File: src/design/tse_pkg.sv
// Shared widths, constants and the pipeline item type for the Taylor sine evaluator.
`timescale 1ns / 1ps

package tse_pkg;

   localparam int ANGLE_W   = 32;
   localparam int MAG_W     = 32;
   localparam int X2_W      = 64;
   localparam int M_W       = 50;
   localparam int S_W       = 54;
   localparam int P_W       = 56;
   localparam int RECIP_W   = 54;
   localparam int DIV_W     = 13;
   localparam int CNT_W     = 5;
   localparam int OUT_W     = 32;
   localparam int FRAC_SH   = 56;
   localparam int M0_SH     = 12;
   localparam int OUT_SH    = 16;
   localparam int SUM_MAG   = 51;

   localparam int M_LO_W    = 25;
   localparam int X2_LO_W   = 32;
   localparam int P_LO_W    = 28;
   localparam int R_LO_W    = 27;
   localparam int PP_W      = (M_W - M_LO_W) + (X2_W - X2_LO_W);
   localparam int MP_W      = M_LO_W + X2_LO_W + PP_W;
   localparam int QP_W      = (P_W - P_LO_W) + (RECIP_W - R_LO_W);
   localparam int QS_W      = P_LO_W + R_LO_W + QP_W;
   localparam int PROD_W    = M_W + DIV_W;

   localparam logic [63:0]      RECIP_NUM      = 64'd1 << FRAC_SH;
   localparam logic [CNT_W-1:0] TERM_COUNT_RST = CNT_W'(10);

   typedef struct packed {
      logic             valid;
      logic             neg;
      logic [CNT_W-1:0] n;
      logic [X2_W-1:0]  x2;
      logic [S_W-1:0]   s;
      logic [M_W-1:0]   m;
   } tse_item_type;

endpackage

File: src/design/tse_front.sv
// Front stages: angle magnitude, its square and the leading term.
`timescale 1ns / 1ps

module tse_front (
   input  logic                            clock,
   input  logic                            reset,
   input  logic                            advance,
   input  logic                            req_tvalid,
   input  logic [tse_pkg::ANGLE_W-1:0]     req_tdata,
   input  logic [tse_pkg::CNT_W-1:0]       n_sel,
   output tse_pkg::tse_item_type           item_o
);
   import tse_pkg::*;

   logic               f1_valid_ff;
   logic               f1_neg_ff;
   logic [MAG_W-1:0]   f1_mag_ff;
   logic [CNT_W-1:0]   f1_n_ff;
   logic [MAG_W-1:0]   f1_mag_in;

   tse_item_type       f2_item_ff;
   tse_item_type       f2_item_in;

   always_comb begin
      f1_mag_in = req_tdata[ANGLE_W-1] ? (MAG_W'(0) - MAG_W'(req_tdata)) : MAG_W'(req_tdata);
   end

   always_comb begin
      f2_item_in.valid = f1_valid_ff;
      f2_item_in.neg   = f1_neg_ff;
      f2_item_in.n     = f1_n_ff;
      f2_item_in.x2    = X2_W'(f1_mag_ff) * X2_W'(f1_mag_ff);
      f2_item_in.s     = '0;
      f2_item_in.m     = M_W'(f1_mag_ff) << M0_SH;
   end

   always_ff @(posedge clock) begin
      if (reset) begin
         f1_valid_ff       <= 1'b0;
         f2_item_ff.valid  <= 1'b0;
      end else if (advance) begin
         f1_valid_ff       <= req_tvalid;
         f2_item_ff.valid  <= f2_item_in.valid;
      end
      if (advance) begin
         f1_neg_ff        <= req_tdata[ANGLE_W-1];
         f1_mag_ff        <= f1_mag_in;
         f1_n_ff          <= n_sel;
         f2_item_ff.neg   <= f2_item_in.neg;
         f2_item_ff.n     <= f2_item_in.n;
         f2_item_ff.x2    <= f2_item_in.x2;
         f2_item_ff.s     <= f2_item_in.s;
         f2_item_ff.m     <= f2_item_in.m;
      end
   end

   assign item_o = f2_item_ff;

endmodule

File: config.mk
export PLATFORM = sky130hd
export DESIGN_NAME = tse_front
export DESIGN_NICKNAME = d
export VERILOG_FILES = /design/src/design/tse_pkg.sv /design/src/design/tse_front.sv
export SDC_FILE = /design/constraint.sdc
export NUM_CORES = 2
export LEC_CHECK = 0
export BUFFER_PORTS_ARGS = -buffer_cell sky130_fd_sc_hd__buf_2
export CAP_MARGIN = 20
export CORE_AREA = 2 2 245 247
export CTS_CLUSTER_SIZE = 30
export DETAILED_ROUTE_END_ITERATION = 10
export DIE_AREA = 0 0 247 249
export PLACE_DENSITY = 0.78
export SLEW_MARGIN = 20
export SYNTH_ARGS = -nofsm -noshare
export SYNTH_HDL_FRONTEND = slang
export SYNTH_SLANG_ARGS = --single-unit
File: constraint.sdc
create_clock -name clock -period 10.4 [get_ports clock]
set_clock_uncertainty 0.1 [all_clocks]
set_input_delay 2.08 -clock clock [delete_from_list [all_inputs] [get_ports clock]]
set_output_delay 2.08 -clock clock [all_outputs]
set_load 0.03 [all_outputs]
==> summary.txt <==
Floorplan
  • Area of the core: 58690 µm²
  • Die H: 249 µm
  • I/O pin count: 216
  • Full die area: 61500 µm²
  • FP Rows: 89
  • Initial core utilization: 59.55%
  • Die W: 247 µm

Routing
  • Via density: 5.485
  • DRC: 0
  • Routed WL: 90.39 mm
  • Drt first pass iters: 6
  • Antenna-violating nets left: 0
  • Avg WL per Cell: 20.68 µm
  • DR iter-0 viols: 1897
  • Via count: 23970

Worst setup path
  • Max Fanout on Critical Path: 16
  • Crit end category: flop
  • Startpoint types: flop
  • Worst Path Arrival: 9.77 ns
  • Slowest stage cell, crit path: edfxtp_1
  • Crit-path most repeated cell: fa_1
  • Crit path from: f1_mag_ff[8]$_DFFE_PP_
  • Max incr delay on CP: 1.02 ns
  • Worst r2r src: f1_mag_ff[8]$_DFFE_PP_
  • CP Data Required Time: 10.60 ns
  • Kind of critical path: reg2reg

Timing
  • Worst-margin pin slew: 1.069 ns
  • Finish-stage setup viols: 0
  • Final Slew Violations: 0
  • Final period utilization: 92.05%
  • Fin. Hold Viols: 0
  • F_max: 0.1045 GHz
  • Unrepaired setup endpoints after global routing: no
  • Tmin final: 9.573 ns
  • Rel. slew slack: 28.76%
  • Fin Setup TNS: 0 ns

Clocking
  • Cts hold-fix bufs: 0
  • CTS sink cnt: 140
  • H-tree lvl count: 4
  • CTS Buf Count: 17
  • Post-CTS Setup Inserts: 0
  • Clock Tree Buf Depth: 2
  • CTS tree: yes
  • Worst-path clk slew: 0.06 ns
  • Root Driver: clkbuf_16
  • Number of gates resized after CTS: 0
  • Clk_lat worst skew: 0.46 ns

Synthesis
  • Syn Inst Count: 3498
  • Register area share after synthesis: 11.97%
  • Yosys top cell area share: 45.37%
  • #FFs+latches synth: 140
  • Synth cell types: 68
  • Mapped Area: 34950 µm²
  • Top FF cell, synth: edfxtp_1
  • Ys Warns: 0
  • Synth async-reset ratio: 0%
  • Number of enable flip-flop cells after synthesis: 138
  • Most frequent cell after synthesis: inv_1
  • Cell taking the most area after synthesis: fa_1
  • Mapped Avg Cell Area: 9.991 µm²
  • Most instantiated cells after synthesis: inv_1 (967), fa_1 (792), ha_1 (302)
  • Synth area leaders: fa_1 (45%), edfxtp_1 (12%), ha_1 (11%)

Placement
  • Hpwl dp: 74.05 mm
  • PortBufs: 142
  • Final GP Congestion: 0.9794

Global routing
  • Initial antenna violation count: 2
  • Pin count of the biggest net entering global routing: 80
  • Vias in the first global route: 26500
  • Total GRT Usage: 31.02%
  • First-pass GRT wire length: 144.3 mm
  • Gr ovfl total: 0

Final layout
  • Layout cells sized above 1: 7.284%
  • Post-layout net count: 4719
  • Diode count: 0
  • Synthesis-to-layout area growth: 5.574%

Hold path
  • Worst hold path type: reg2reg
  • HP Start: f1_n_ff[0]$_DFFE_PP_

Run status
  • Status: completed

Flow run
  • Maxcap violations: 0
==> critical path: cells and delay by family, from the launching register on <==
family,cells,cell delay (ns)
adder cells (fa/ha/maj),9,4.62
buffers and inverters,6,0.63
AND/OR/NAND/NOR,4,1.19
flip-flops,1,1.02
AO/OA/AOI/OAI,5,1.56
multiplexers,1,0.30
==> cell families after synthesis <==
family | Yosys count | share of synthesized area (%)
simple gates | 697 | 9.956
flops | 140 | 11.97
mux | 7 | 0.2219
other cells | 1 | 0.01073
xor+xnor | 132 | 3.308
buf+inv | 1169 | 13.43
compound gates | 258 | 4.923
fa+ha+maj | 1094 | 56.18
==> final timing paths <==
| kind | to | depth (start not counted) | slack, ns |
|---|---|---|---|
| setup / recovery | item_o[164]$_DFFE_PP_ | 25 | 0.83 |
| hold / removal | item_o[168]$_DFFE_PP_ | 0 | 0.32 |
| setup reg to reg | item_o[164]$_DFFE_PP_ | 25 | 0.83 |
| hold reg to reg | item_o[168]$_DFFE_PP_ | 0 | 0.32 |
==> through the flow <==
stage                     cell area [µm²]  util, %  setup WS [ns]  hold WS [ns]  cells
after global placement              36280    61.82          1.405        0.3012   4337
after floorplan                     35220        -          2.868        0.3003   3570
after detailed placement            36280    61.82          1.132        0.3054   4337
final                               36900    62.87         0.8269        0.3192   4370
after CTS                           36880    62.85          1.097        0.3194   4369
after global routing                36900    62.87         0.6476        0.3252   4370
==> placed cells by master (no fill, tap or decap), types with 6 or more instances in the layout <==
cell and n:
o21ai_0 42, buf_4 50, a31o_2 10, nor3_1 8
clkbuf_16 17, and3_1 9, nand2_1 299, o41ai_1 8
nand4_1 17, conb_1 73, inv_1 967, a21o_1 37
xnor2_1 78, ha_1 302, buf_2 141, and2_1 230
or2_2 7, xor2_1 54, edfxtp_1 138, o31ai_1 9
nand2b_1 6, nor2_1 70, o21bai_1 27, nand3_1 13
a21oi_1 70, a31oi_1 13, a211oi_1 8, fa_1 792
nor2b_1 13
==> flip-flops by register name (all words and copies together) (netlist names) <==
name and cells:
f1_neg_ff 1, f1_valid_ff 1, item_o 101, f1_n_ff 5, f1_mag_ff 32
==> area by class of cell <==
type | count | area (µm²)
multi-input cells | 2261 | 26340
fillers | 4582 | 21790
flip-flops and latches | 140 | 4184
inverters | 968 | 3633
repair buffers | 196 | 1167
well taps | 773 | 967.2
clock buffers | 22 | 464.2
clock inverters | 10 | 140.1
==> per-layer routing <==
layer  wire length (µm)  share of wire [%]  global-route usage, %
met1              31800                 35                  37.99
met5                 29              0.032                      0
met4               5839                6.5                  16.57
met2              45100                 50                  52.19
met3               7623                8.4                  5.505
Power is left out: the tool's default activity adds up to more than one toggle a clock period on the data nets, which glitch-free logic cannot reach.
