**src/design/tse_pkg.sv**
```systemverilog
// Shared widths, constants and the pipeline item type for the Taylor sine evaluator.
`timescale 1ns / 1ps

package tse_pkg;

   localparam int ANGLE_W   = 32;
   localparam int MAG_W     = 32;
   localparam int X2_W      = 64;
   localparam int M_W       = 50;
   localparam int S_W       = 54;
   localparam int P_W       = 56;
   localparam int RECIP_W   = 54;
   localparam int DIV_W     = 13;
   localparam int CNT_W     = 5;
   localparam int OUT_W     = 32;
   localparam int FRAC_SH   = 56;
   localparam int M0_SH     = 12;
   localparam int OUT_SH    = 16;
   localparam int SUM_MAG   = 51;

   localparam int M_LO_W    = 25;
   localparam int X2_LO_W   = 32;
   localparam int P_LO_W    = 28;
   localparam int R_LO_W    = 27;
   localparam int PP_W      = (M_W - M_LO_W) + (X2_W - X2_LO_W);
   localparam int MP_W      = M_LO_W + X2_LO_W + PP_W;
   localparam int QP_W      = (P_W - P_LO_W) + (RECIP_W - R_LO_W);
   localparam int QS_W      = P_LO_W + R_LO_W + QP_W;
   localparam int PROD_W    = M_W + DIV_W;

   localparam logic [63:0]      RECIP_NUM      = 64'd1 << FRAC_SH;
   localparam logic [CNT_W-1:0] TERM_COUNT_RST = CNT_W'(10);

   typedef struct packed {
      logic             valid;
      logic             neg;
      logic [CNT_W-1:0] n;
      logic [X2_W-1:0]  x2;
      logic [S_W-1:0]   s;
      logic [M_W-1:0]   m;
   } tse_item_type;

endpackage

```
**src/design/tse_back.sv**
```systemverilog
// Back stages: last term, sign, Q8.24 conversion, saturation and output register.
`timescale 1ns / 1ps

module tse_back #(
   parameter int MAX_TERMS = 16
) (
   input  logic                          clock,
   input  logic                          reset,
   input  logic                          advance,
   input  tse_pkg::tse_item_type         item_i,
   output logic                          rsp_tvalid,
   output logic [tse_pkg::OUT_W-1:0]     rsp_tdata,
   output logic                          rsp_tuser
);
   import tse_pkg::*;

   localparam int                      LW    = CNT_W + 1;
   localparam logic [LW-1:0]           LAST  = LW'(MAX_TERMS);
   localparam int                      Q_W   = S_W - OUT_SH;
   localparam logic signed [Q_W-1:0]   Q_MAX = Q_W'(64'sd2147483647);
   localparam logic signed [Q_W-1:0]   Q_MIN = Q_W'(-64'sd2147483648);

   logic                 b1_valid_ff;
   logic                 b1_neg_ff;
   logic [S_W-1:0]       b1_s_ff;
   logic [S_W-1:0]       b1_s_in;

   logic                 rsp_tvalid_ff;
   logic [OUT_W-1:0]     rsp_tdata_ff;
   logic [OUT_W-1:0]     rsp_tdata_in;
   logic                 rsp_tuser_ff;
   logic                 rsp_tuser_in;
   logic [S_W-1:0]       b2_s;
   logic signed [Q_W-1:0] b2_q;

   always_comb begin
      b1_s_in = item_i.s;
      if ({1'b0, item_i.n} >= LAST) begin
         if (LAST[0]) begin
            b1_s_in = item_i.s - S_W'(item_i.m);
         end else begin
            b1_s_in = item_i.s + S_W'(item_i.m);
         end
      end
   end

   always_comb begin
      b2_s = b1_neg_ff ? (S_W'(0) - b1_s_ff) : b1_s_ff;
      b2_q = $signed(b2_s[S_W-1:OUT_SH]);
      rsp_tuser_in = 1'b1;
      if (b2_q > Q_MAX) begin
         rsp_tdata_in = OUT_W'(Q_MAX);
      end else if (b2_q < Q_MIN) begin
         rsp_tdata_in = OUT_W'(Q_MIN);
      end else begin
         rsp_tdata_in = b2_q[OUT_W-1:0];
         rsp_tuser_in = 1'b0;
      end
   end

   always_ff @(posedge clock) begin
      if (reset) begin
         b1_valid_ff   <= 1'b0;
         rsp_tvalid_ff <= 1'b0;
      end else if (advance) begin
         b1_valid_ff   <= item_i.valid;
         rsp_tvalid_ff <= b1_valid_ff;
      end
   end

   always_ff @(posedge clock) begin
      if (advance) begin
         b1_neg_ff    <= item_i.neg;
         b1_s_ff      <= b1_s_in;
         rsp_tdata_ff <= rsp_tdata_in;
         rsp_tuser_ff <= rsp_tuser_in;
      end
   end

   assign rsp_tvalid = rsp_tvalid_ff;
   assign rsp_tdata  = rsp_tdata_ff;
   assign rsp_tuser  = rsp_tuser_ff;

   a_sum_range: assert property (@(posedge clock) disable iff (reset)
      b1_valid_ff |-> (b1_s_ff[S_W-1:SUM_MAG] == '0 || b1_s_ff[S_W-1:SUM_MAG] == '1))
      else $error("Taylor sum outside expected range");

   a_sat_limit: assert property (@(posedge clock) disable iff (reset)
      (rsp_tvalid_ff && rsp_tuser_ff) |->
         (rsp_tdata_ff == OUT_W'(Q_MAX) || rsp_tdata_ff == OUT_W'(Q_MIN)))
      else $error("saturated result is not a range limit");

endmodule

```
**config.mk**
```make
export PLATFORM = sky130hd
export DESIGN_NAME = tse_back
export DESIGN_NICKNAME = d
export VERILOG_FILES = /design/src/design/tse_pkg.sv /design/src/design/tse_back.sv
export SDC_FILE = /design/constraint.sdc
export NUM_CORES = 1
export LEC_CHECK = 0
export ABC_AREA = 1
export BUFFER_PORTS_ARGS = -buffer_cell sky130_fd_sc_hd__clkbuf_2
export CAP_MARGIN = 40
export CORE_MARGIN = 2
export CORE_UTILIZATION = 55
export DETAILED_ROUTE_END_ITERATION = 12
export GPL_TIMING_DRIVEN = 1
export PLACE_DENSITY = 0.81
export SKIP_CTS_REPAIR_TIMING = 1
export SYNTH_ARGS = -nofsm -noshare
export SYNTH_HDL_FRONTEND = slang
export SYNTH_SLANG_ARGS = --single-unit
```
**constraint.sdc**
```tcl
create_clock -name clock -period 5.27 [get_ports clock]
set_clock_uncertainty 0.1 [all_clocks]
set_input_delay 0.527 -clock clock [delete_from_list [all_inputs] [get_ports clock]]
set_output_delay 0.527 -clock clock [all_outputs]
set_load 0.005 [all_outputs]
```
==> flow_summary_export.csv <==
group,metric,value,unit
run_status,result_of_the_run,"finished, final reports clean",
setup_path,startpoint,"item_i[6]",
setup_path,critical_path_peak_fanout,5,
pwr,switching_share,0.355,
clock_network,clkSlewWorstSetupHoldPaths,60,ps
yosys,sequential_area_share_after_synthesis,0.301,
sta,finalCriticalPeriod,2730,ps
yosys,synthesis.yosys.warnings,0,
die,boundaryPins,212,
sta,fmax,366,MHz
pwr,power_density,231,nW/um^2
die,coreArea,15800,sq um
global_routing,grt_max_degree,50,
setup_path,reg2reg_slack,2630,ps
die,rows,46,
routing,detail_route.wl_per_cell,15.2,um
pwr,static_power_due_to_leakage,4.61,nW
die,initial_core_util,0.563,
global_routing,globalRoute.totalOverflow,0,
clock_network,cts_max_path_buffers,2,
layout,final_cells,1707,
sta,fin_tns_setup,0,ps
sta,report.final.hold_viol_count,0,
sta,min_period_over_period,0.518,
clock_network,depth_of_the_cts_h_tree,3,
global_routing,vias_in_the_first_global_route,8633,
layout,post_route_cell_area,10100,sq um
sta,finalSetupViolCount,0,
placement,final_gp_congestion,1.00,
flow_run,maxCapViolCount,0,
sta,grt_setup_unrepaired,"false",
yosys,gate_count_post_synth,1349,
clock_network,cts_root_buf,"sky130_fd_sc_hd__clkbuf_16",
layout,antenna_cell_count,0,
die,die_height,131,um
layout,finish.utilization,0.636,
layout,area_growth,13.0,%
layout,register_area,2680,sq um
routing,drcViolationCount,0,
yosys,synthesis.area_per_instance,6.60,sq um
placement,number_of_cells_in_the_design_after_placement,1691,
layout,layout_commonest_cell,"sky130_fd_sc_hd__nand2_1",
setup_path,worst-setup-path-type,"input port to flip-flop",
global_routing,grt_first_pass_wirelength,41800,um
layout,proportion_of_layout_cells_with_a_drive_suffix_above_1,0.153,
sta,relative_slew_margins,0.590,
yosys,synth-seq-cells,90,
placement,port-buffer-count,143,
clock_network,cts_tree,"done",
min_path,hold_path.startpoint,"reset",
routing,finalWirelength,26000,um
pwr,power.share.clock,0.237,
yosys,post_synth_edffs,88,
pwr,power_frac_comb,0.354,
setup_path,worst_reg2reg_startpoint,"b1_s_ff[19]",
sta,slew_viol_final,0,
sta,least_margin_pin_slew,613,ps
yosys,ys_types,46,
pwr,ir_drop,0.148,mV
layout,final_nets,1715,
setup_path,critPathArrivalTime,2710,ps
layout,fill_cells,1547,
placement,place_hpwl,22100,um
routing,drt-pass1-iter-count,5,
yosys,synth.cell_area,8900,sq um
routing,drtIter0Drc,932,
placement,placed_cell_area,9800,sq um
yosys,top_reg_cell_synth,"sky130_fd_sc_hd__edfxtp_1",
die,chipWidth,131,um
clock_network,clock_sink_count,90,
setup_path,critPathRequiredTime,5250,ps
pwr,internal-power,0.00150,W
die,die-area,17200,sq um
routing,postRouteAntennaNets,0,
routing,routed-via-count,9202,
pwr,total_switching_power,0.000826,W
pwr,power,0.00233,W
routing,number_of_vias_per_cell_after_detailed_routing,5.39,
setup_path,startpoint_type,"input port",
yosys,syn_nets,1578,
global_routing,grt_antenna_before_repair,0,
pwr,seq_power_share,0.409,
global_routing,groute.usage.overall,0.302,
yosys,ys_async_sr_fraction,0,
layout,area_occupied_by_multi_input_gates,5560,sq um
layout,commonest_cells_after_routing_fill_and_taps_aside,"sky130_fd_sc_hd__nand2_1, sky130_fd_sc_hd__nor2_1, sky130_fd_sc_hd__clkbuf_2",
clock_network,clock_latency_of_the_later_clocked_register_in_the_worst_skew_pair,330,ps
min_path,worstHoldPathType,"input port to flip-flop",
clock_network,numCtsBuffers,9,
setup_path,critPathCaptureType,"flip-flop",
-- flip-flops by register name, indices dropped and copies added (netlist names) --
| signal | flops |
|---|---|
| rsp_tuser | 1 |
| rsp_tdata | 32 |
| b1_valid_ff | 1 |
| b1_s_ff | 54 |
| rsp_tvalid | 1 |
| b1_neg_ff | 1 |
-- logic make-up after synthesis --
| kind of cell | synth area share |
|---|---|
| xor gates and xnor gates | 0.0443 |
| AOI/OAI and AO/OA | 0.114 |
| DFF | 0.301 |
| adders and majority gates | 0.0725 |
| and+or+nand+nor | 0.393 |
| buffers and inverters | 0.0742 |
-- metrics by stage --
stage                     hold WS, ps  setup WS [ps]
after floorplan                   330           2790
after global placement            347           2310
after detailed placement          359           2310
after CTS                         256           2630
after global routing              268           2390
final                             264           2540
-- layout make-up --
cell class                      count  share of cell area
Clock buffer                        9              0.0224
Clock inverter                      7             0.00361
Inverter                          136              0.0509
Multi-Input combinational cell   1102               0.553
Sequential cell                    90               0.267
Tap cell                          216              0.0269
Timing Repair Buffer              147              0.0769
-- cells in the mapped netlist (2+ instances only) --
master	n	area (sq um)
sky130_fd_sc_hd__nand3_1	88	440
sky130_fd_sc_hd__or2_2	5	31.3
sky130_fd_sc_hd__o211ai_1	2	15.0
sky130_fd_sc_hd__nand2_2	31	194
sky130_fd_sc_hd__buf_1	2	7.51
sky130_fd_sc_hd__inv_1	134	503
sky130_fd_sc_hd__o21ai_1	3	15.0
sky130_fd_sc_hd__ha_1	50	626
sky130_fd_sc_hd__nor2_1	206	773
sky130_fd_sc_hd__buf_8	3	45.0
sky130_fd_sc_hd__o21a_1	3	22.5
sky130_fd_sc_hd__nor3_1	11	55.1
sky130_fd_sc_hd__nand3b_1	10	75.1
sky130_fd_sc_hd__nand2_1	425	1600
sky130_fd_sc_hd__xor2_1	29	254
sky130_fd_sc_hd__buf_6	2	22.5
sky130_fd_sc_hd__o21ai_0	67	335
sky130_fd_sc_hd__nand3_2	4	40.0
sky130_fd_sc_hd__edfxtp_1	88	2640
sky130_fd_sc_hd__nor2_4	2	22.5
sky130_fd_sc_hd__o21bai_1	6	45.0
sky130_fd_sc_hd__and3_1	2	12.5
sky130_fd_sc_hd__dfxtp_1	2	40.0
sky130_fd_sc_hd__a21oi_1	71	355
sky130_fd_sc_hd__nor2_2	17	106
sky130_fd_sc_hd__nand2_4	3	33.8
sky130_fd_sc_hd__a31oi_1	15	93.8
sky130_fd_sc_hd__o31ai_1	3	22.5
sky130_fd_sc_hd__a21boi_0	6	45.0
sky130_fd_sc_hd__clkbuf_1	11	41.3
sky130_fd_sc_hd__nand4_1	14	87.6
sky130_fd_sc_hd__xnor2_1	16	140
sky130_fd_sc_hd__a21o_1	5	37.5
-- worst max-delay path, stage by stage --
cell                       delay [ps]
sky130_fd_sc_hd__clkbuf_2          90
sky130_fd_sc_hd__ha_1             390
sky130_fd_sc_hd__a21oi_1          290
sky130_fd_sc_hd__nor2_1            70
sky130_fd_sc_hd__nor2_1           140
sky130_fd_sc_hd__nor2_1            50
sky130_fd_sc_hd__nor2_1           120
sky130_fd_sc_hd__o21ai_0          220
sky130_fd_sc_hd__nand2_1          150
sky130_fd_sc_hd__nand2_1          140
sky130_fd_sc_hd__xnor2_1          150
sky130_fd_sc_hd__o21ai_0          390
-- layer usage --
metal	track usage	vias to the layer above	routed length [um]
met5	0	-	0
met4	0.104	0	803
met3	0.0251	54	1820
met2	0.508	372	11800
met1	0.411	4076	11600
li1	-	4700	-
-- worst paths after layout --
kind                   end  depth (start not counted)
max            b1_s_ff[29]                         12
min            b1_valid_ff                          2
max reg2reg  rsp_tdata[13]                         12
min reg2reg     rsp_tvalid                          2
-- power by group through the flow --
stage | clock network [W] | logic (W) | registers (W)
2_1_floorplan | 0 | 0.000561 | 0.000955
3_3_place_gp | 0 | 0.000789 | 0.000962
3_5_place_dp | 0 | 0.000804 | 0.000965
4_1_cts | 0.000559 | 0.000808 | 0.000950
5_1_grt | 0.000580 | 0.000920 | 0.000962
6_report | 0.000552 | 0.000822 | 0.000951
Power figures use the tool's default switching activity.
